<file path="src/sv/bmmc_pkg.sv">
// ----------------------------------------------------------------------------
// bmmc_pkg
// shared types, address map constants and codes for the banked memory map
// controller
// ----------------------------------------------------------------------------
`default_nettype none

package bmmc_pkg;

  // default sizes
  localparam int CART_RAM_BYTES_DEF = 32768;
  localparam int DMA_LENGTH_DEF     = 160;
  localparam int QUEUE_DEPTH        = 2;
  localparam int MAP_BYTES          = 65536;

  // bus address map
  localparam logic [15:0] ADDR_RAM_EN_HI  = 16'h1FFF;
  localparam logic [15:0] ADDR_ROM0_HI    = 16'h3FFF;
  localparam logic [15:0] ADDR_UPPER_HI   = 16'h5FFF;
  localparam logic [15:0] ADDR_ROM_HI     = 16'h7FFF;
  localparam logic [15:0] ADDR_CART_LO    = 16'hA000;
  localparam logic [15:0] ADDR_CART_HI    = 16'hBFFF;
  localparam logic [15:0] ADDR_ECHO_LO_LO = 16'hC000;
  localparam logic [15:0] ADDR_ECHO_LO_HI = 16'hDE00;
  localparam logic [15:0] ADDR_ECHO_HI_LO = 16'hE000;
  localparam logic [15:0] ADDR_ECHO_HI_HI = 16'hFE00;
  localparam logic [15:0] ADDR_DIV        = 16'hFF04;
  localparam logic [15:0] ADDR_LY         = 16'hFF44;
  localparam logic [15:0] ADDR_DMA        = 16'hFF46;
  localparam logic [15:0] DMA_DEST        = 16'hFE00;
  localparam logic [15:0] ECHO_OFFSET     = 16'h2000;

  localparam logic [3:0]  RAM_EN_KEY      = 4'hA;

  localparam logic CMD_READ  = 1'b0;
  localparam logic CMD_WRITE = 1'b1;

  typedef struct packed {
    logic        cmd;
    logic [15:0] address;
    logic [7:0]  write_data;
  } in_item_t;

  typedef struct packed {
    logic [7:0]  read_data;
    logic        rom_fetch;
    logic [21:0] rom_address;
  } out_item_t;

  // work for the back end, as classified by the front end
  typedef enum logic [2:0] {
    OP_NOP,
    OP_ROM,
    OP_MEM_RD,
    OP_CART_RD,
    OP_MEM_WR,
    OP_CART_WR,
    OP_ECHO_WR,
    OP_DMA
  } op_kind_t;

  typedef struct packed {
    op_kind_t    kind;
    logic [15:0] addr_a;
    logic [15:0] addr_b;
    logic [7:0]  data;
    logic [21:0] rom_address;
  } q_entry_t;

  typedef enum logic [2:0] {
    BK_CLEAR,
    BK_IDLE,
    BK_READ,
    BK_ECHO,
    BK_DMA
  } back_state_t;

endpackage : bmmc_pkg

`default_nettype wire

</file>
<file path="src/sv/bmmc_queue.sv">
// ----------------------------------------------------------------------------
// bmmc_queue
// short first-in first-out queue between front and back end
// ----------------------------------------------------------------------------
`default_nettype none

module bmmc_queue
  import bmmc_pkg::*;
(
  input  wire logic     clk,
  input  wire logic     rst_n,
  input  wire logic     push,
  input  wire q_entry_t push_entry,
  output logic          full,
  input  wire logic     pop,
  output logic          head_valid,
  output q_entry_t      head_entry
);

  localparam int PW = (QUEUE_DEPTH > 1) ? $clog2(QUEUE_DEPTH) : 1;
  localparam int CW = $clog2(QUEUE_DEPTH + 1);
  localparam logic [PW-1:0] LAST = PW'(QUEUE_DEPTH - 1);

  q_entry_t         entries_r [QUEUE_DEPTH];
  logic [PW-1:0]    wr_ptr_r, wr_ptr_nxt;
  logic [PW-1:0]    rd_ptr_r, rd_ptr_nxt;
  logic [CW-1:0]    count_r, count_nxt;

  assign full       = (count_r == CW'(QUEUE_DEPTH));
  assign head_valid = (count_r != '0);
  assign head_entry = entries_r[rd_ptr_r];

  always_comb begin
    wr_ptr_nxt = wr_ptr_r;
    rd_ptr_nxt = rd_ptr_r;
    count_nxt  = count_r;
    if (push) begin
      wr_ptr_nxt = (wr_ptr_r == LAST) ? '0 : wr_ptr_r + 1'b1;
    end
    if (pop) begin
      rd_ptr_nxt = (rd_ptr_r == LAST) ? '0 : rd_ptr_r + 1'b1;
    end
    if (push && !pop) begin
      count_nxt = count_r + 1'b1;
    end else if (pop && !push) begin
      count_nxt = count_r - 1'b1;
    end
  end

  always_ff @(posedge clk) begin
    if (!rst_n) begin
      wr_ptr_r <= '0;
      rd_ptr_r <= '0;
      count_r  <= '0;
    end else begin
      wr_ptr_r <= wr_ptr_nxt;
      rd_ptr_r <= rd_ptr_nxt;
      count_r  <= count_nxt;
    end
  end

  always_ff @(posedge clk) begin
    if (push) begin
      entries_r[wr_ptr_r] <= push_entry;
    end
  end

endmodule : bmmc_queue

`default_nettype wire

</file>
<file path="config.mk">
export PLATFORM = sky130hd
export DESIGN_NAME = bmmc_queue
export DESIGN_NICKNAME = d
export VERILOG_FILES = /design/src/sv/bmmc_pkg.sv /design/src/sv/bmmc_queue.sv
export SDC_FILE = /design/constraint.sdc
export NUM_CORES = 1
export LEC_CHECK = 0
export CAP_MARGIN = 20
export CORE_ASPECT_RATIO = 1.2
export CORE_UTILIZATION = 25
export DETAILED_ROUTE_END_ITERATION = 8
export DONT_BUFFER_PORTS = 1
export HOLD_SLACK_MARGIN = 0.02
export PLACE_DENSITY_LB_ADDON = 0.2
export SLEW_MARGIN = 20
export SYNTH_ARGS = -nofsm -noshare
export SYNTH_HDL_FRONTEND = slang
export SYNTH_SLANG_ARGS = --single-unit
</file>
<file path="constraint.sdc">
create_clock -name clk -period 4.7 [get_ports clk]
set_input_delay 0.47 -clock clk [delete_from_list [all_inputs] [get_ports clk]]
set_output_delay 0.47 -clock clk [all_outputs]
set_load 0.01 [all_outputs]
</file>
# Word level (Yosys, flattened, before mapping)
# Memory sizes are Yosys's and may differ from the RTL's. A register that Yosys moved wholly into a read port is not among the register bits.
# Cells that the tools add are included.
[op_classes] n_eq_ne=1 n_addsub=4 muxes=8 reduce_logical=6
[ops] operator="1-bit two-way mux" count=6
[ops] operator="2-bit two-way mux" count=2
[ops] operator="2-bit nonzero test" count=2
[ops] operator="1-bit adder, second input constant" count=2
[ops] operator="2-bit by 1-bit adder with 2-bit output, second input constant" count=1
[ops] operator="2-bit equality test, second input constant" count=1
[ops] operator="1-bit logical AND" count=2
[ops] operator="1-bit logical NOT" count=2
[ops] operator="2-bit by 1-bit subtractor with 2-bit output, second input constant" count=1
[word_totals] ram_bits=130 word_cells=23 out_inout_bits=67 memories=1 ff_bits=4
[mem_list] memory="entries_r" depth=2 word_bits=65 read_ports=1 rd_ports_with_merged_regs=1 write_ports=1 line="bmmc_queue.sv:24" source="q_entry_t entries_r [QUEUE_DEPTH];"

# Depth between registers and ports, before layout
[depth] ltp_word=4 ltp_mapped=5 depth_no_buf=5

# Least setup slack after synthesis
# Ideal clock, no wire load.
[synth_path] path_kind="in2reg" start="input push" end="memory entries_r[0][0] (netlist name), enable pin" n_path_buf=0 required_time_ps=4203 slack_ps=845 arrival_time_ps=3358 path_stages=1 path_cell_list="nor2b_1"
[synth_via] elab_chain_len=2
[synth_rtl] item="start, declared" line="bmmc_queue.sv:12" source="input wire logic push,"
[synth_rtl] item="1-bit two-way mux" line="bmmc_queue.sv:63" source="if (push) begin"
[synth_rtl] item="1-bit two-way mux (implied by the code)" line="bmmc_queue.sv:64" source="entries_r[wr_ptr_r] <= push_entry;"
[synth_rtl] item="end, declared" line="bmmc_queue.sv:24"
# Every way passes these cells.

==> results.cfg <==
[outcome]
status = complete, no violations

[hold_path]
hold_class = in -> reg

[clocking]
cts.path.max_buffers = 2
post_cts_buffers = 0
cts.sinks = 135
cts-root-buf = clkbuf_16
cts_tree = done
numCtsBuffers = 17
clock_latency_ns = 0.41
clkTransAtPathRegs_ns = 0.06
cts-htree-levels = 4
cts.repair.resized = 0
cts_hold_buf = 0

[final_layout]
multi_input_comb_area_um2 = 859.6
seq_area_um2 = 4008
fillCellCount = 1858
synthToLayoutAreaGrowth_pct = 18.08
final_cell_mix = edfxtp_1 (130), mux2_2 (65), clkbuf_16 (17)
num-nets-final = 307
final_common_cell = edfxtp_1
layout-drive-gt1-share_pct = 40.00

[power_and_ir_drop]
power_leakage_nw = 1.871
ir_drop_v = 0.0002002
p_total_mw = 2.965
cellPowerDensity_nw_per_um2 = 509.7

[detailed_routing]
routedWlPerCell_um = 17.37
vias = 1999
drc_errors = 0
wirelength_um = 8826
dr.pass1.iters = 4
viasPerCell = 3.935
ant_nets = 0
drt_iter0_drc = 80

[grt]
grt-ovfl-total = 0
grt_max_degree = 66
grt_first_pass_wirelength_um = 13210
grt_use_total_pct = 9.298
grt_pass1_vias = 2280
grt_antenna_before_repair = 1

[worst_setup_path]
crit_buf_inv = 0
crit_type = reg -> out
worst_setup_path_end_kind = output port
required_ns = 4.23
crit_arrival_ns = 1.85
critPathLaunchType = register
crit_chain = mux2_2
slowest_delay_ns = 0.95
path_delay_family = flip-flops
crit_fanout = 65
cpMaxStageDelayCell = dfxtp_4

[sta]
drv_slew = 0
post-route-period-util_pct = 49.43
rsz0062_at_grt = no
setup_ws_ns = 2.377
finalHoldViolCount = 0
max-slew-margin-rel_pct = 34.73
setup_viol = 0
clock.fmax_mhz = 430.4
tightest_slew_ns = 0.9769
tns_ns = 0
finClkSkew_ns = 0.006741
holdWs_ns = 0.1477
post-route-min-period_ns = 2.323

[synthesis]
ys_seq_area_share_pct = 81.28
yosysWarnings = 0
syn_area_um2 = 4926
synth_top_family_by_area = multiplexers
synthDistinctLibCells = 18
synth_mux_area_share_pct = 14.86
synth-compound-area-share_pct = 0.4064
syn_inst = 224
syn_nets = 294
synth_fa_ha_area_share_pct = 0.2540
ys_seq_elements = 135
yosys.area_share.simple_pct = 1.194
syn_avg_cell_area_um2 = 21.99
synth_xor_area_share_pct = 0.5334

[die]
core_area_um2 = 19060
start_util_pct = 25.84
die_area_um2 = 20270
die_w_um = 130.1
die_h_um = 155.8
rows = 55
io-pin-count = 136

[placement]
dp_hpwl_um = 5202
place_ws_ns = 2.334
port_buffers = 0
place_congestion = 0.6351

[flow_run]
cap_violations = 0
[power breakdown]
group	leakage, nW	switching (mW)	internal [mW]	total [mW]
logic	0.314	0.0905	0.0718	0.162
registers	1.26	0.0365	1.39	1.43
clock network	0.294	0.490	0.885	1.37
[worst paths after layout]
path                           end      startpoint  slack [ns]  depth (start not counted)
setup / recovery    head_entry[49]        register        2.38                          1
hold / removal    entries_r[0][40]  push_entry[40]        0.15                          0
setup reg to reg  entries_r[0][52]        wr_ptr_r        2.61                          2
hold reg to reg         count_r[1]      count_r[1]        0.50                          2
[final cells by class]
class | instances | share of cell area (%)
multi-input cells | 81 | 14.78
well taps | 256 | 5.507
repair buffers | 1 | 0.1291
diodes | 2 | 0.08604
flip-flops and latches | 135 | 68.90
clock inverters | 13 | 3.097
clock buffers | 19 | 7.442
inverters | 1 | 0.06453
[metal layers]
layer,global-route usage [%],part of all wire [%],vias up
met5,0,0,-
met4,4.817,1.6,0
met3,5.556,11,11
met2,15.17,51,86
met1,9.175,36,992
li1,-,-,910
[flip-flops by register name, summed over array words and instances, names as in the netlist, named ones only]
| register | cells |
|---|---|
| wr_ptr_r | 1 |
| rd_ptr_r | 1 |
| entries_r | 130 |
| count_r | 2 |
[logic make-up after synthesis]
family,Yosys count
buf+inv,8
simple gates,9
mux,65
compound gates,3
flops,135
xor+xnor,3
fa+ha+maj,1
[stage by stage]
stage | cell area [um2] | std cells | utilization, %
floorplan | 4926 | 224 | -
global placement | 5199 | 474 | 27.27
detailed placement | 5199 | 474 | 27.27
CTS | 5812 | 506 | 30.49
global route | 5812 | 506 | 30.49
finish | 5817 | 508 | 30.52
[cells in the mapped netlist (all sizes together)]
master | count | area [um2]
ha | 1 | 12.51
xor2 | 2 | 17.52
or2 | 1 | 6.260
buf | 7 | 68.81
nor2b | 2 | 12.51
xnor2 | 1 | 8.760
or3 | 1 | 6.260
dfxtp | 5 | 100.1
o21a | 1 | 7.510
inv | 1 | 3.750
mux2 | 65 | 732.0
a21boi | 1 | 7.510
and2b | 1 | 8.760
edfxtp | 130 | 3904
and2 | 4 | 25.02
o21ai | 1 | 5.000
Note: power is estimated with default switching activity, not from simulation.
