**src/sv/bmmc_pkg.sv**
```systemverilog
// ----------------------------------------------------------------------------
// bmmc_pkg
// shared types, address map constants and codes for the banked memory map
// controller
// ----------------------------------------------------------------------------
`default_nettype none

package bmmc_pkg;

  // default sizes
  localparam int CART_RAM_BYTES_DEF = 32768;
  localparam int DMA_LENGTH_DEF     = 160;
  localparam int QUEUE_DEPTH        = 2;
  localparam int MAP_BYTES          = 65536;

  // bus address map
  localparam logic [15:0] ADDR_RAM_EN_HI  = 16'h1FFF;
  localparam logic [15:0] ADDR_ROM0_HI    = 16'h3FFF;
  localparam logic [15:0] ADDR_UPPER_HI   = 16'h5FFF;
  localparam logic [15:0] ADDR_ROM_HI     = 16'h7FFF;
  localparam logic [15:0] ADDR_CART_LO    = 16'hA000;
  localparam logic [15:0] ADDR_CART_HI    = 16'hBFFF;
  localparam logic [15:0] ADDR_ECHO_LO_LO = 16'hC000;
  localparam logic [15:0] ADDR_ECHO_LO_HI = 16'hDE00;
  localparam logic [15:0] ADDR_ECHO_HI_LO = 16'hE000;
  localparam logic [15:0] ADDR_ECHO_HI_HI = 16'hFE00;
  localparam logic [15:0] ADDR_DIV        = 16'hFF04;
  localparam logic [15:0] ADDR_LY         = 16'hFF44;
  localparam logic [15:0] ADDR_DMA        = 16'hFF46;
  localparam logic [15:0] DMA_DEST        = 16'hFE00;
  localparam logic [15:0] ECHO_OFFSET     = 16'h2000;

  localparam logic [3:0]  RAM_EN_KEY      = 4'hA;

  localparam logic CMD_READ  = 1'b0;
  localparam logic CMD_WRITE = 1'b1;

  typedef struct packed {
    logic        cmd;
    logic [15:0] address;
    logic [7:0]  write_data;
  } in_item_t;

  typedef struct packed {
    logic [7:0]  read_data;
    logic        rom_fetch;
    logic [21:0] rom_address;
  } out_item_t;

  // work for the back end, as classified by the front end
  typedef enum logic [2:0] {
    OP_NOP,
    OP_ROM,
    OP_MEM_RD,
    OP_CART_RD,
    OP_MEM_WR,
    OP_CART_WR,
    OP_ECHO_WR,
    OP_DMA
  } op_kind_t;

  typedef struct packed {
    op_kind_t    kind;
    logic [15:0] addr_a;
    logic [15:0] addr_b;
    logic [7:0]  data;
    logic [21:0] rom_address;
  } q_entry_t;

  typedef enum logic [2:0] {
    BK_CLEAR,
    BK_IDLE,
    BK_READ,
    BK_ECHO,
    BK_DMA
  } back_state_t;

endpackage : bmmc_pkg

`default_nettype wire

```
**src/sv/bmmc_front.sv**
```systemverilog
// ----------------------------------------------------------------------------
// bmmc_front
// accepts bus accesses, keeps the banking registers and classifies work
// ----------------------------------------------------------------------------
`default_nettype none

module bmmc_front
  import bmmc_pkg::*;
#(
  parameter int CART_RAM_BYTES = CART_RAM_BYTES_DEF
) (
  input  wire logic     clk,
  input  wire logic     rst_n,
  input  wire logic     in_valid,
  output logic          in_ready,
  input  wire in_item_t in_data,
  input  wire logic     q_full,
  input  wire logic     clr_busy,
  output logic          q_push,
  output q_entry_t      q_entry
);

  localparam logic [16:0] LIM1 = 17'(CART_RAM_BYTES);
  localparam logic [16:0] LIM2 = 17'(2 * CART_RAM_BYTES);
  localparam logic [16:0] LIM3 = 17'(3 * CART_RAM_BYTES);

  logic [7:0] rom_bank_r, rom_bank_nxt;
  logic [1:0] ram_bank_r, ram_bank_nxt;
  logic       ram_enable_r, ram_enable_nxt;
  logic       banking_mode_r, banking_mode_nxt;

  logic [15:0] addr;
  logic [7:0]  data;
  logic [16:0] cart_raw;
  logic [16:0] cart_idx;

  assign addr     = in_data.address;
  assign data     = in_data.write_data;
  assign in_ready = !q_full && !clr_busy;
  assign q_push   = in_valid && in_ready;

  // banked offset, folded into the cartridge ram size
  assign cart_raw = {2'b00, ram_bank_r, addr[12:0]};

  always_comb begin
    if (cart_raw >= LIM3) begin
      cart_idx = cart_raw - LIM3;
    end else if (cart_raw >= LIM2) begin
      cart_idx = cart_raw - LIM2;
    end else if (cart_raw >= LIM1) begin
      cart_idx = cart_raw - LIM1;
    end else begin
      cart_idx = cart_raw;
    end
  end

  always_comb begin
    q_entry          = '0;
    q_entry.kind     = OP_NOP;
    q_entry.addr_a   = addr;
    q_entry.data     = data;
    rom_bank_nxt     = rom_bank_r;
    ram_bank_nxt     = ram_bank_r;
    ram_enable_nxt   = ram_enable_r;
    banking_mode_nxt = banking_mode_r;
    if (in_data.cmd == CMD_WRITE) begin
      if (addr <= ADDR_RAM_EN_HI) begin
        ram_enable_nxt = (data[3:0] == RAM_EN_KEY);
      end else if (addr <= ADDR_ROM0_HI) begin
        rom_bank_nxt = (data == 8'd0) ? 8'd1 : data;
      end else if (addr <= ADDR_UPPER_HI) begin
        if (banking_mode_r) begin
          ram_bank_nxt = data[1:0];
        end else begin
          rom_bank_nxt = rom_bank_r | {1'b0, data[1:0], 5'b00000};
        end
      end else if (addr <= ADDR_ROM_HI) begin
        banking_mode_nxt = data[0];
      end else if (addr inside {[ADDR_CART_LO:ADDR_CART_HI]}) begin
        q_entry.kind   = OP_CART_WR;
        q_entry.addr_a = cart_idx[15:0];
      end else if (addr inside {[ADDR_ECHO_LO_LO:ADDR_ECHO_LO_HI]}) begin
        q_entry.kind   = OP_ECHO_WR;
        q_entry.addr_b = addr + ECHO_OFFSET;
      end else if (addr inside {[ADDR_ECHO_HI_LO:ADDR_ECHO_HI_HI]}) begin
        q_entry.kind   = OP_ECHO_WR;
        q_entry.addr_b = addr - ECHO_OFFSET;
      end else if (addr == ADDR_DIV || addr == ADDR_LY) begin
        q_entry.kind = OP_MEM_WR;
        q_entry.data = 8'd0;
      end else if (addr == ADDR_DMA) begin
        q_entry.kind = OP_DMA;
      end else begin
        q_entry.kind = OP_MEM_WR;
      end
    end else begin
      if (addr <= ADDR_ROM0_HI) begin
        q_entry.kind        = OP_ROM;
        q_entry.rom_address = {6'd0, addr};
      end else if (addr <= ADDR_ROM_HI) begin
        q_entry.kind        = OP_ROM;
        q_entry.rom_address = {rom_bank_r, addr[13:0]};
      end else if (addr inside {[ADDR_CART_LO:ADDR_CART_HI]}) begin
        q_entry.kind   = OP_CART_RD;
        q_entry.addr_a = cart_idx[15:0];
      end else begin
        q_entry.kind = OP_MEM_RD;
      end
    end
  end

  always_ff @(posedge clk) begin
    if (!rst_n) begin
      rom_bank_r     <= 8'd1;
      ram_bank_r     <= 2'd0;
      ram_enable_r   <= 1'b0;
      banking_mode_r <= 1'b0;
    end else if (q_push) begin
      rom_bank_r     <= rom_bank_nxt;
      ram_bank_r     <= ram_bank_nxt;
      ram_enable_r   <= ram_enable_nxt;
      banking_mode_r <= banking_mode_nxt;
    end
  end

endmodule : bmmc_front

`default_nettype wire

```
**config.mk**
```make
export PLATFORM = sky130hd
export DESIGN_NAME = bmmc_front
export DESIGN_NICKNAME = d
export VERILOG_FILES = /design/src/sv/bmmc_pkg.sv /design/src/sv/bmmc_front.sv
export SDC_FILE = /design/constraint.sdc
export NUM_CORES = 1
export LEC_CHECK = 0
export ABC_AREA = 1
export BUFFER_PORTS_ARGS = -buffer_cell sky130_fd_sc_hd__buf_2
export CAP_MARGIN = 20
export CORE_UTILIZATION = 43
export DETAILED_ROUTE_END_ITERATION = 10
export GPL_TIMING_DRIVEN = 1
export PLACE_DENSITY = 0.9
export SYNTH_ARGS = -nofsm -noshare
export SYNTH_HDL_FRONTEND = slang
export SYNTH_SLANG_ARGS = --single-unit
```
**constraint.sdc**
```tcl
create_clock -name clk -period 2.1 [get_ports clk]
set_clock_uncertainty 0.2 [all_clocks]
set_input_delay 0.315 -clock clk [delete_from_list [all_inputs] [get_ports clk]]
set_output_delay 0.315 -clock clk [all_outputs]
set_load 0.03 [all_outputs]
```
# ---- After elaboration in Yosys (flattened, before gate mapping)
# Cells that the tools add are included.
dict set report op_classes {
  n_eq_ne 4
  bitwise 4
  order_cmp 13
  mux 33
  n_addsub 5
  n_reduce_logical 13
}
# operator count
set ops {}
lappend ops {{two-way mux 43 bit} 4}
lappend ops {{two-way mux 16 bit} 8}
lappend ops {{two-way mux 22 bit} 3}
lappend ops {{two-way mux 8 bit} 7}
lappend ops {{equality test 16 bit, second input constant} 3}
lappend ops {{greater-or-equal comparator 16 bit, second input constant} 3}
lappend ops {{less-or-equal comparator 16 bit, second input constant} 3}
lappend ops {{two-way mux 24 bit} 2}
lappend ops {{greater-or-equal comparator 15 x 17 -> 1 bit, second input constant} 2}
lappend ops {{less-or-equal comparator 16 x 15 -> 1 bit, second input constant} 2}
lappend ops {{two-way mux 19 bit} 1}
lappend ops {{adder 16 x 14 -> 16 bit, second input constant} 1}
lappend ops {{greater-or-equal comparator 15 x 16 -> 1 bit, second input constant} 1}
lappend ops {{less-or-equal comparator 16 x 13 -> 1 bit, second input constant} 1}
lappend ops {{less-or-equal comparator 16 x 14 -> 1 bit, second input constant} 1}
lappend ops {{subtractor 15 x 1 -> 16 bit, second input constant} 1}
lappend ops {{subtractor 15 x 16 -> 16 bit, second input constant} 1}
lappend ops {{subtractor 16 x 14 -> 16 bit, second input constant} 1}
lappend ops {{subtractor 16 bit, second input constant} 1}
lappend ops {{two-way mux 3 bit} 5}
lappend ops {{AND reduction 6 bit} 2}
lappend ops {{zero test 8 bit} 1}
lappend ops {{OR 8 x 7 -> 8 bit} 1}
lappend ops {{logical AND 1 bit} 5}
lappend ops {{8 further kinds} 12}
dict set report word_totals {
  regBits 11
  elab_cells 75
  out_inout_bits 67
}

# ---- Depth between registers and ports, before layout
# Gate-level depths: netlist of the first run.
dict set report depth {
  ltp_word 11
  depth_mapped 12
  depth_no_buf 11
}

# ---- Worst setup path before layout of the first run
# OpenSTA, ideal clock, no wires.
dict set report synth_timing {
  path_type {input -> output}
  start {input port in_data[21] (netlist name)}
  end {output port q_entry[44] (netlist name)}
  path_buffers 1
  arrival_time_ns 1.691
  setup_slack_ns -0.106
  t_required_ns 1.585
  stages 11
  cell_sequence {buf_4 inv_1 ha_1 nand3_2 nor2_1 nand2_1 nand2_2 nand2_4 nand2_4 nand2_4 nor2_1}
}
# item line_no
set synth_rtl {}
lappend synth_rtl {{from (decl)} bmmc_front.sv:16} ;# input wire in_item_t in_data,
lappend synth_rtl {{to (decl)} bmmc_front.sv:20} ;# output q_entry_t q_entry

==> impl_results.md, run 1 <==
* GRT Util Overall at 22.8%
* Achievable Freq at 492 MHz
* Synth-to-Final Area Change at 62.8%
* Min Tclk post-route at 2.03 ns
* Fillcell total at 268
* Mapped Nets at 298
* DRC violations left at 0
* Status: completed
* FF/Latch Area at 220 sq um
* Met1 usage at 25.3%
* Largest net degree at the start of global routing at 13
* Initial DRC count at 58
* # rows at 21
* PortBufs at 96
* First-pass GRT wire length at 6350 um
* Clock Path Buffers at 2
* CP Buf/Inv Count at 4
* CP Cell Sequence: buf_12 > inv_8 > ha_4 > nand3_2 > nor2_1 > nand2_1 > nand2_2 > a21oi_4 > buf_12 > nand2_8 > nor2_4 > buf_6
* Final setup violating endpoints at 0
* Vias at 1941
* Synth Instances at 264
* Unique masters post-synth at 30
* Ys Warns at 0
* Slowest CP cell: a21oi_4
* Async SR Flop Fraction at 0%
* Crit path top cell by count: buf_12
* Largest area contributor in the netlist: nand2_1
* Footprint of the multi-input gates at 0.00115 sq mm
* Power Density at 317 mW/mm^2
* Leak at 1.38 nW
* First drt pass iteration count at 4
* Initial antenna violation count at 0
* DR WL/cell at 10.5 um
* Crit path max fanout at 8
* Placeable Area at 0.00334 sq mm
* Total power at 0.776 mW
* TritonCTS clock tree: yes
* Max_slew headroom at 80.2%
* Post-DP HPWL at 3420 um
* I/O pin count at 97
* Nets at 407
* Total clock sinks at 11
* Design area at 0.00244 sq mm
* Die footprint at 0.00373 sq mm
* Synth Area in Simple Gates at 55.1%
* Die W at 61.1 um
* Final max-slew violation count at 0
* Synth Cell Area at 0.00150 sq mm
* Post-Synth Adder-Cell Area at 3.33%
* Tcrit/Tclk final at 96.8%
* Max incr delay on CP at 0.16 ns
* Count leader, synth: nand2_1
* DIE HEIGHT at 61.1 um
* CTS Buf Count at 3
* Setup CP Type: in2out
* Global route total overflow at 0
* Max-Cap Viols at 0
* Met3 Use GR at 1.89%
* Top cells by count, synth: nand2_1 (66), nor2_1 (56), inv_1 (44), buf_4 (14), nand3_1 (12)
* Routed wire length at 4410 um
* Main combinational cell family by area after synthesis: simple AND/OR/NAND/NOR gates
* Root Driver: clkbuf_4
* # diodes at 0
* Vias in the first global route at 1573
* Post-synthesis compound-gate area fraction at 4.25%
* # H-tree levels at 1
* Post-place instance area at 0.00208 sq mm
* Met2 Usage GRT at 43.0%
* Grt peak-use layer: met2
* Hold Path Class: in2reg
* Fin Hold WS at 0.105 ns
* DRT antenna net count at 0
* Synth Area in XOR/XNOR at 0.583%
* Critical Path RT at 1.58 ns
* DR vias/cell at 4.64
* Mux contribution to synthesized area at 0%
* Starting Density at 45.0%
* Crit path DAT at 1.52 ns
* Fin. Hold Viols at 0
* Synth top area share at 16.5%
* Syn Area/Cell at 5.69 sq um
* CP endpoint kind: output port
* Final RePlAce weighted congestion at 0.811
* Kind of cell adding the most delay to the critical path: simple AND/OR/NAND/NOR gates
* Clk pin slew, worst setup/hold paths at 0.07 ns
* Post-synth EDFFs at 0
* Most used DFF post-synth: dfxtp_1
* Unrepaired setup endpoints after global routing: yes
* Startpoint Class: input port
* Clock latency on the worst-skew pair at 0.27 ns
* Setup tns final at 0 ns
* Max VDD drop at 0.000345 V
* Seq/Total Area, Yosys at 14.7%
* Final core utilization at 73.3%
* FF+latch count, synth at 11
* Top cells by area, synth: nand2_1 (17%), dfxtp_1 (15%), nor2_1 (14%)
* Share of layout cells above drive strength 1 at 48.7%
* Slew @ Worst Pin at 0.295 ns
power breakdown:
part	total (mW)	internal (mW)	switching [mW]
combinational	0.418	0.146	0.272
clock	0.147	0.0737	0.0738
sequential	0.210	0.210	0.000548
total	0.776	0.430	0.346
kinds of logic after synthesis:
family / count (synthesis)
compound gates: 12
xor+xnor: 1
fa+ha+maj: 4
buf+inv: 66
flops: 11
simple gates: 170
sequential cells by signal, indices dropped and copies added, names as in the netlist:
signal / flops
ram_bank_r: 2
rom_bank_r: 8
banking_mode_r: 1
worst register-to-register path: stages, from the launching register on:
cell     delay, ns
dfxtp_1       0.31
inv_1         0.05
nor2_1        0.07
nor3_4        0.27
nand2_4       0.13
nand2_1       0.08
nand2_1       0.05
nor2_1        0.09
metal layers:
| metal | up-vias | part of all wire (%) |
|---|---|---|
| met4 | 0 | 2.3 |
| li1 | 1003 | - |
| met2 | 86 | 51 |
| met3 | 8 | 6.8 |
| met1 | 844 | 40 |
| met5 | - | 0 |
path summary, 6_finish.rpt:
path	start	endpoint	slack, ns	cells past startpoint
setup / recovery	in_data[22]	q_entry[45]	0.07	12
hold / removal	in_data[2]	rom_bank_r[2]	0.10	3
setup reg to reg	banking_mode_r	rom_bank_r[7]	0.79	7
hold reg to reg	ram_bank_r[1]	ram_bank_r[1]	0.26	2
final cells by class:
cell class / instances / area share (%)
clock buffers: 4 / 1.07
inverters: 47 / 8.03
multi-input cells: 188 / 47.0
flip-flops and latches: 11 / 9.01
well taps: 46 / 2.35
repair buffers: 122 / 32.5
placed cells by master (no fill, tap or decap), types with 2 or more instances in the layout:
| master | synthesis | routed |
|---|---|---|
| nand3_1 | 12 | 11 |
| nor2_1 | 56 | 42 |
| a21oi_1 | 3 | 2 |
| nor2_4 | 10 | 18 |
| nor3_1 | 9 | 8 |
| buf_12 | 1 | 3 |
| nand2_2 | 4 | 11 |
| ha_4 | 0 | 2 |
| buf_2 | 0 | 77 |
| clkbuf_4 | 0 | 3 |
| inv_1 | 44 | 42 |
| o21ai_0 | 7 | 5 |
| nand2_4 | 4 | 3 |
| nor2_2 | 1 | 7 |
| nand2_1 | 66 | 58 |
| o21ai_1 | 0 | 2 |
| buf_6 | 2 | 9 |
| nand2_8 | 0 | 3 |
| inv_2 | 2 | 3 |
| ha_1 | 4 | 2 |
| buf_4 | 14 | 33 |
| dfxtp_1 | 11 | 11 |
| nor3_2 | 1 | 2 |
what timing repair did:
item,in CTS,in global routing
hold buffers,0,0
resized for setup,41,40
endpoints found under the setup margin,17,29
buffers inserted,1,1
pin swaps,14,21
gates cloned,1,0
per-stage QoR:
stage	setup WS, ns	std cells
4_1_cts	0.00607	417
3_5_place_dp	-0.189	411
5_1_grt	-0.0408	418
3_3_place_gp	-0.117	411
6_report	0.0674	418
2_1_floorplan	-0.0420	264
Power figures use the tool's default switching activity.
==> run 2: changes to the inputs <==
==> constraint.sdc (replaced) <==
create_clock -name clk -period 2.18 [get_ports clk]
set_clock_uncertainty 0.2 [all_clocks]
set_input_delay 0.327 -clock clk [delete_from_list [all_inputs] [get_ports clk]]
set_output_delay 0.327 -clock clk [all_outputs]
set_load 0.03 [all_outputs]
==> impl_results.md, run 2 (same netlist as run 1, synthesis figures left out) <==
* First drt pass iteration count at 5 (+1)
* Min Tclk post-route at 2.17 ns
* GRT Util Overall at 23.0% (+0.19 points)
* Nets at 407 (unchanged)
* Synth-to-Final Area Change at 58.8%
* Crit path max fanout at 5 (-3)
* CTS Buf Count at 3 (unchanged)
* Status: completed
* DIE HEIGHT at 61.1 um (unchanged)
* # rows at 21 (unchanged)
* Slowest CP cell: buf_12
* PortBufs at 96 (unchanged)
* Max incr delay on CP at 0.15 ns (about the same)
* Critical Path RT at 1.65 ns (+0.07 ns)
* Final cell count without fillers at 418 (unchanged)
* Die W at 61.1 um (unchanged)
* Tcrit/Tclk final at 99.8%
* Achievable Freq at 460 MHz
* I/O pin count at 97 (unchanged)
* Kind of cell adding the most delay to the critical path: simple AND/OR/NAND/NOR gates
* Crit path DAT at 1.65 ns (+0.13 ns)
* Post-DP HPWL at 3430 um (+0.41%)
* Global route total overflow at 0 (unchanged)
* Total clock sinks at 11 (unchanged)
* Initial DRC count at 81 (+40%)
* DR vias/cell at 4.72 (+1.7%)
* Unrepaired setup endpoints after global routing: yes
* Power Density at 307 mW/mm^2 (-3.2%)
* Final core utilization at 71.5% (-1.8 points)
* Vias in the first global route at 1546 (-1.7%)
* Slew @ Worst Pin at 0.355 ns (+0.0598 ns)
* Final RePlAce weighted congestion at 0.815 (+0.57%)
* Fin. Hold Viols at 0 (unchanged)
* DRC violations left at 0 (unchanged)
* Post-CTS Hold Fix Bufs at 0 (unchanged)
* Routed wire length at 4760 um (+8.1%)
* Max-Cap Viols at 0 (unchanged)
* Clock Path Buffers at 2 (unchanged)
* First-pass GRT wire length at 6390 um (+0.55%)
* Largest net degree at the start of global routing at 12 (-1)
* Hold Path Class: in2reg
* Most frequent cells in the layout: buf_2 (78), nand2_1 (62), nor2_1 (44)
* CP endpoint kind: output port
* Fin Hold WS at 0.108 ns (+0.00285 ns)
* Regs by FF count: rom_bank_r (8), ram_bank_r (2), banking_mode_r (1)
* TritonCTS clock tree: yes
* Initial antenna violation count at 0 (unchanged)
* CP Buf/Inv Count at 4 (unchanged)
* Starting Density at 45.0% (unchanged)
* Max_slew headroom at 76.3% (-3.9 points)
* Startpoint Class: input port
* Leak at 1.38 nW (+0.13%)
* Die footprint at 0.00373 sq mm (unchanged)
* Placed cells at 411 (unchanged)
* DRT antenna net count at 0 (unchanged)
* Vias at 1974 (+1.7%)
* Placeable Area at 0.00334 sq mm (unchanged)
* Top reg by flops: rom_bank_r
* DR WL/cell at 11.4 um (+8.1%)
* Root Driver: clkbuf_4
* Max VDD drop at 0.000240 V (-30%)
* CP Cell Sequence: buf_8 > buf_12 > ha_4 > nand3_2 > nor2_1 > nand2_1 > nand2_2 > nand2_4 > nand2_4 > nand2_8 > buf_12 > nor2_4 > buf_6
* Max reg flops at 8 (unchanged)
* Fillcell total at 287 (+7.1%)
* # H-tree levels at 1 (unchanged)
* Final setup violating endpoints at 0 (unchanged)
* Clock latency on the worst-skew pair at 0.27 ns (about the same)
* Most common cell after layout, fill and taps aside: buf_2
* # diodes at 0 (unchanged)
* Setup CP Type: in2out
* Clk pin slew, worst setup/hold paths at 0.07 ns (about the same)
* Final max-slew violation count at 0 (unchanged)
* Share of layout cells above drive strength 1 at 46.2% (-2.4 points)
-- run 2: cell count changes in the layout (fill, tap and decap cells not counted), sizes merged --
cell / before / now
clkinv: 1 / 0
clkbuf: 4 / 5
nand2: 75 / 74
inv: 46 / 47
-- run 2: final cells by class --
cell class / instances / area (sq um) / area share, %
tap: 46 / 57.6 / 2.41
multi-input combinational: 187 / 1060 / 44.5
clock buffer: 4 / 26.3 / 1.10
sequential: 11 / 220 / 9.23
timing repair buffer: 123 / 837 / 35.1
inverter: 47 / 181 / 7.61
-- run 2: stage by stage --
step	area [sq um]	total power, mW	setup WS (ns)	setup TNS (ns)
final	2380	0.733	0.00520	0
after global routing	2380	0.777	-0.0618	-0.150
after CTS	2260	0.713	0.0119	0
after detailed placement	2090	0.556	-0.0793	-0.849
after global placement	2090	0.551	-0.0381	-0.318
after floorplan	1500	0.440	-0.0401	-0.160
-- run 2: path summary, 6_finish.rpt --
check                 startpoint       endpoint  slack, ns  cells after the start
hold / removal        in_data[2]  rom_bank_r[2]       0.11                      3
hold reg to reg    ram_bank_r[0]  ram_bank_r[0]       0.25                      2
setup / recovery     in_data[22]    q_entry[38]      0.005                     13
setup reg to reg  banking_mode_r  rom_bank_r[3]       0.87                      7
-- run 2: per-layer routing --
layer	vias up	GRT usage, %	share of wire [%]
met2	91	45.3	53
met4	0	9.74	2.6
li1	995	-	-
met1	876	24.7	39
met5	-	0	0
met3	12	1.89	6.0
-- run 2: worst min-delay path: cells and delay by family --
| kind | cells | cell delay (ns) |
|---|---|---|
| simple gates | 2 | 0.13 |
| buf+inv | 1 | 0.10 |
-- run 2: power breakdown --
| part | internal, mW | total (mW) | switching (mW) |
|---|---|---|---|
| sequential | 0.202 | 0.203 | 0.000590 |
| clock | 0.0710 | 0.141 | 0.0702 |
| combinational | 0.136 | 0.389 | 0.253 |
| total | 0.409 | 0.733 | 0.324 |
-- run 2: timing repair --
action / in CTS / in global routing
gates cloned: 1 / 0
endpoints found under the setup margin: 14 / 29
resized for setup: 32 / 37
endpoints found under the hold margin: 0 / 0
setup buffers: 1 / 1
pin swaps: 5 / 14
==> run 3: changes to the inputs <==
--- a/config.mk
+++ b/config.mk
@@ -12,6 +12,7 @@
 export DETAILED_ROUTE_END_ITERATION = 10
 export GPL_TIMING_DRIVEN = 1
 export PLACE_DENSITY = 0.9
+export RECOVER_POWER = 25
 export SYNTH_ARGS = -nofsm -noshare
 export SYNTH_HDL_FRONTEND = slang
 export SYNTH_SLANG_ARGS = --single-unit
==> constraint.sdc (replaced) <==
create_clock -name clk -period 2.22 [get_ports clk]
set_clock_uncertainty 0.2 [all_clocks]
set_input_delay 0.333 -clock clk [delete_from_list [all_inputs] [get_ports clk]]
set_output_delay 0.333 -clock clk [all_outputs]
set_load 0.03 [all_outputs]
==> impl_results.md, run 3 (same netlist as run 1, synthesis figures left out) <==
* Fin. Hold Viols at 0 (unchanged)
* CTS Buf Count at 3 (unchanged)
* Max-Cap Viols at 0 (unchanged)
* Max incr delay on CP at 0.17 ns (+0.02 ns)
* Status: completed
* Clock share of power at 19.4% (about the same)
* Max_slew headroom at 75.9% (-0.37 points)
* Crit path top cell by count: nand2_1
* # diodes at 0 (unchanged)
* Clock latency on the worst-skew pair at 0.27 ns (about the same)
* Sw Pwr at 0.316 mW (-2.5%)
* Routed wire length at 4660 um (-2.1%)
* Root Driver: clkbuf_4
* CP Cell Sequence: buf_2 > nor2_1 > nand2_1 > nor2_4 > nand2_1 > nand2_1 > nand2_1 > nand2_4 > nand2_8 > buf_4 > nor2_4 > buf_6
* Largest net degree at the start of global routing at 12 (unchanged)
* Final core utilization at 70.5% (-1.0 points)
* DR WL/cell at 11.2 um (-1.6%)
* Combinational share of power at 52.7% (-0.4 points)
* PortBufs at 96 (unchanged)
* Internal power at 0.396 mW (-3.2%)
* TritonCTS clock tree: yes
* Share of total power in sequential cells at 28.0% (+0.3 points)
* First drt pass iteration count at 6 (+1)
* Clock Path Buffers at 2 (unchanged)
* Crit path DAT at 1.66 ns (about the same)
* First-pass GRT wire length at 6280 um (-1.7%)
* GRT Util Overall at 22.3% (-0.65 points)
* Placeable Area at 0.00334 sq mm (unchanged)
* CP Buf/Inv Count at 3 (-1)
* Die footprint at 0.00373 sq mm (unchanged)
* Vias at 1952 (-1.1%)
* Tcrit/Tclk final at 98.7%
* Max reg flops at 8 (unchanged)
* Hold Path Class: in2reg
* CP endpoint kind: output port
* Kind of cell adding the most delay to the critical path: simple AND/OR/NAND/NOR gates
* DIE HEIGHT at 61.1 um (unchanged)
* Share of layout cells above drive strength 1 at 43.2% (-3.0 points)
* Top reg by flops: rom_bank_r
* DRT antenna net count at 0 (unchanged)
* Setup CP Type: in2out
* Crit path max fanout at 5 (unchanged)
* Fillcell total at 297 (+3.5%)
* Global route total overflow at 0 (unchanged)
* Net Sw Frac at 44.4% (+0.16 points)
* Final max-slew violation count at 0 (unchanged)
* Die W at 61.1 um (unchanged)
* Min Tclk post-route at 2.19 ns
* Total power at 0.712 mW (-2.9%)
* Initial DRC count at 71 (-12%)
* Unrepaired setup endpoints after global routing: yes
* Critical Path RT at 1.69 ns (+0.04 ns)
* Initial antenna violation count at 0 (unchanged)
* Post-DP HPWL at 3350 um (-2.5%)
* Starting Density at 45.0% (unchanged)
* Vias in the first global route at 1573 (+1.7%)
* Achievable Freq at 456 MHz
* Design area at 0.00235 sq mm (-1.4%)
* # rows at 21 (unchanged)
* Regs by FF count: rom_bank_r (8), ram_bank_r (2), banking_mode_r (1)
* Synth-to-Final Area Change at 56.6%
* Nets at 405 (-0.49%)
* Power Density at 303 mW/mm^2 (-1.5%)
* Total clock sinks at 11 (unchanged)
* I/O pin count at 97 (unchanged)
* Most frequent cells in the layout: buf_2 (72), nand2_1 (63), nor2_1 (47)
* Fin Hold WS at 0.127 ns (+0.0191 ns)
* # H-tree levels at 1 (unchanged)
* Max VDD drop at 0.000313 V (+30%)
* Slew @ Worst Pin at 0.363 ns (+0.00801 ns)
* Leak at 1.35 nW (-2.7%)
* Slowest CP cell: buf_4
* DRC violations left at 0 (unchanged)
* DR vias/cell at 4.69 (-0.64%)
* Most common cell after layout, fill and taps aside: buf_2
* Post-place instance area at 0.00208 sq mm (-0.36%)
* Final RePlAce weighted congestion at 0.808 (-0.97%)
* Clk pin slew, worst setup/hold paths at 0.07 ns (about the same)
* Startpoint Class: input port
* Final setup violating endpoints at 0 (unchanged)
run 3: worst paths after layout:
path	from	end	slack, ns	depth (start not counted)
worst max-delay path	in_data[16]	q_entry[30]	0.03	12
worst min-delay path	in_data[2]	rom_bank_r[2]	0.13	3
worst max register to register	banking_mode_r	ram_bank_r[1]	0.90	5
worst min register to register	ram_bank_r[0]	ram_bank_r[0]	0.25	2
run 3: power by group through the flow:
stage          Combinational [mW]  Sequential [mW]  Clock [mW]
3_3_place_gp                0.336            0.204           0
2_1_floorplan               0.229            0.204           0
5_1_grt                     0.404            0.199       0.151
3_5_place_dp                0.340            0.204           0
4_1_cts                     0.352            0.199       0.140
6_report                    0.375            0.199       0.138
run 3: metal layers:
layer	part of all wire (%)	wire length, um	global-route usage [%]	vias up
met5	0	0	0	-
met4	1.5	70	8.44	0
met3	5.5	255	1.89	8
met2	54	2510	44.4	80
met1	39	1830	24.1	867
li1	-	-	-	997
run 3: worst min-delay path: cells and delay by family:
kind	cells	cell delay, ns
AND/OR/NAND/NOR	2	0.13
buffers and inverters	1	0.10
run 3: final cells by class:
class | count | area [sq um] | share of cell area [%]
clock buffers | 4 | 26.3 | 1.12
inverters | 47 | 179 | 7.61
multi-input cells | 187 | 1050 | 44.7
flip-flops and latches | 11 | 220 | 9.37
well taps | 46 | 57.6 | 2.45
repair buffers | 121 | 818 | 34.8
run 3: what timing repair did:
item / 4_1_cts / 5_1_grt
pin swaps: 3 / 18
setup buffers: 1 / 1
hold buffers: 0 / 0
cloned: 1 / 0
setup endpoints to repair: 13 / 20
resized for setup: 15 / 56
run 3: per-stage QoR:
step           cells  setup TNS, ns  setup WS [ns]
2_1_floorplan    264        -0.0482        -0.0121
3_3_place_gp     410        -0.0269       -0.00933
3_5_place_dp     410         -0.208        -0.0562
4_1_cts          416      -0.000560      -0.000560
5_1_grt          416         -0.247        -0.0406
6_report         416              0         0.0282
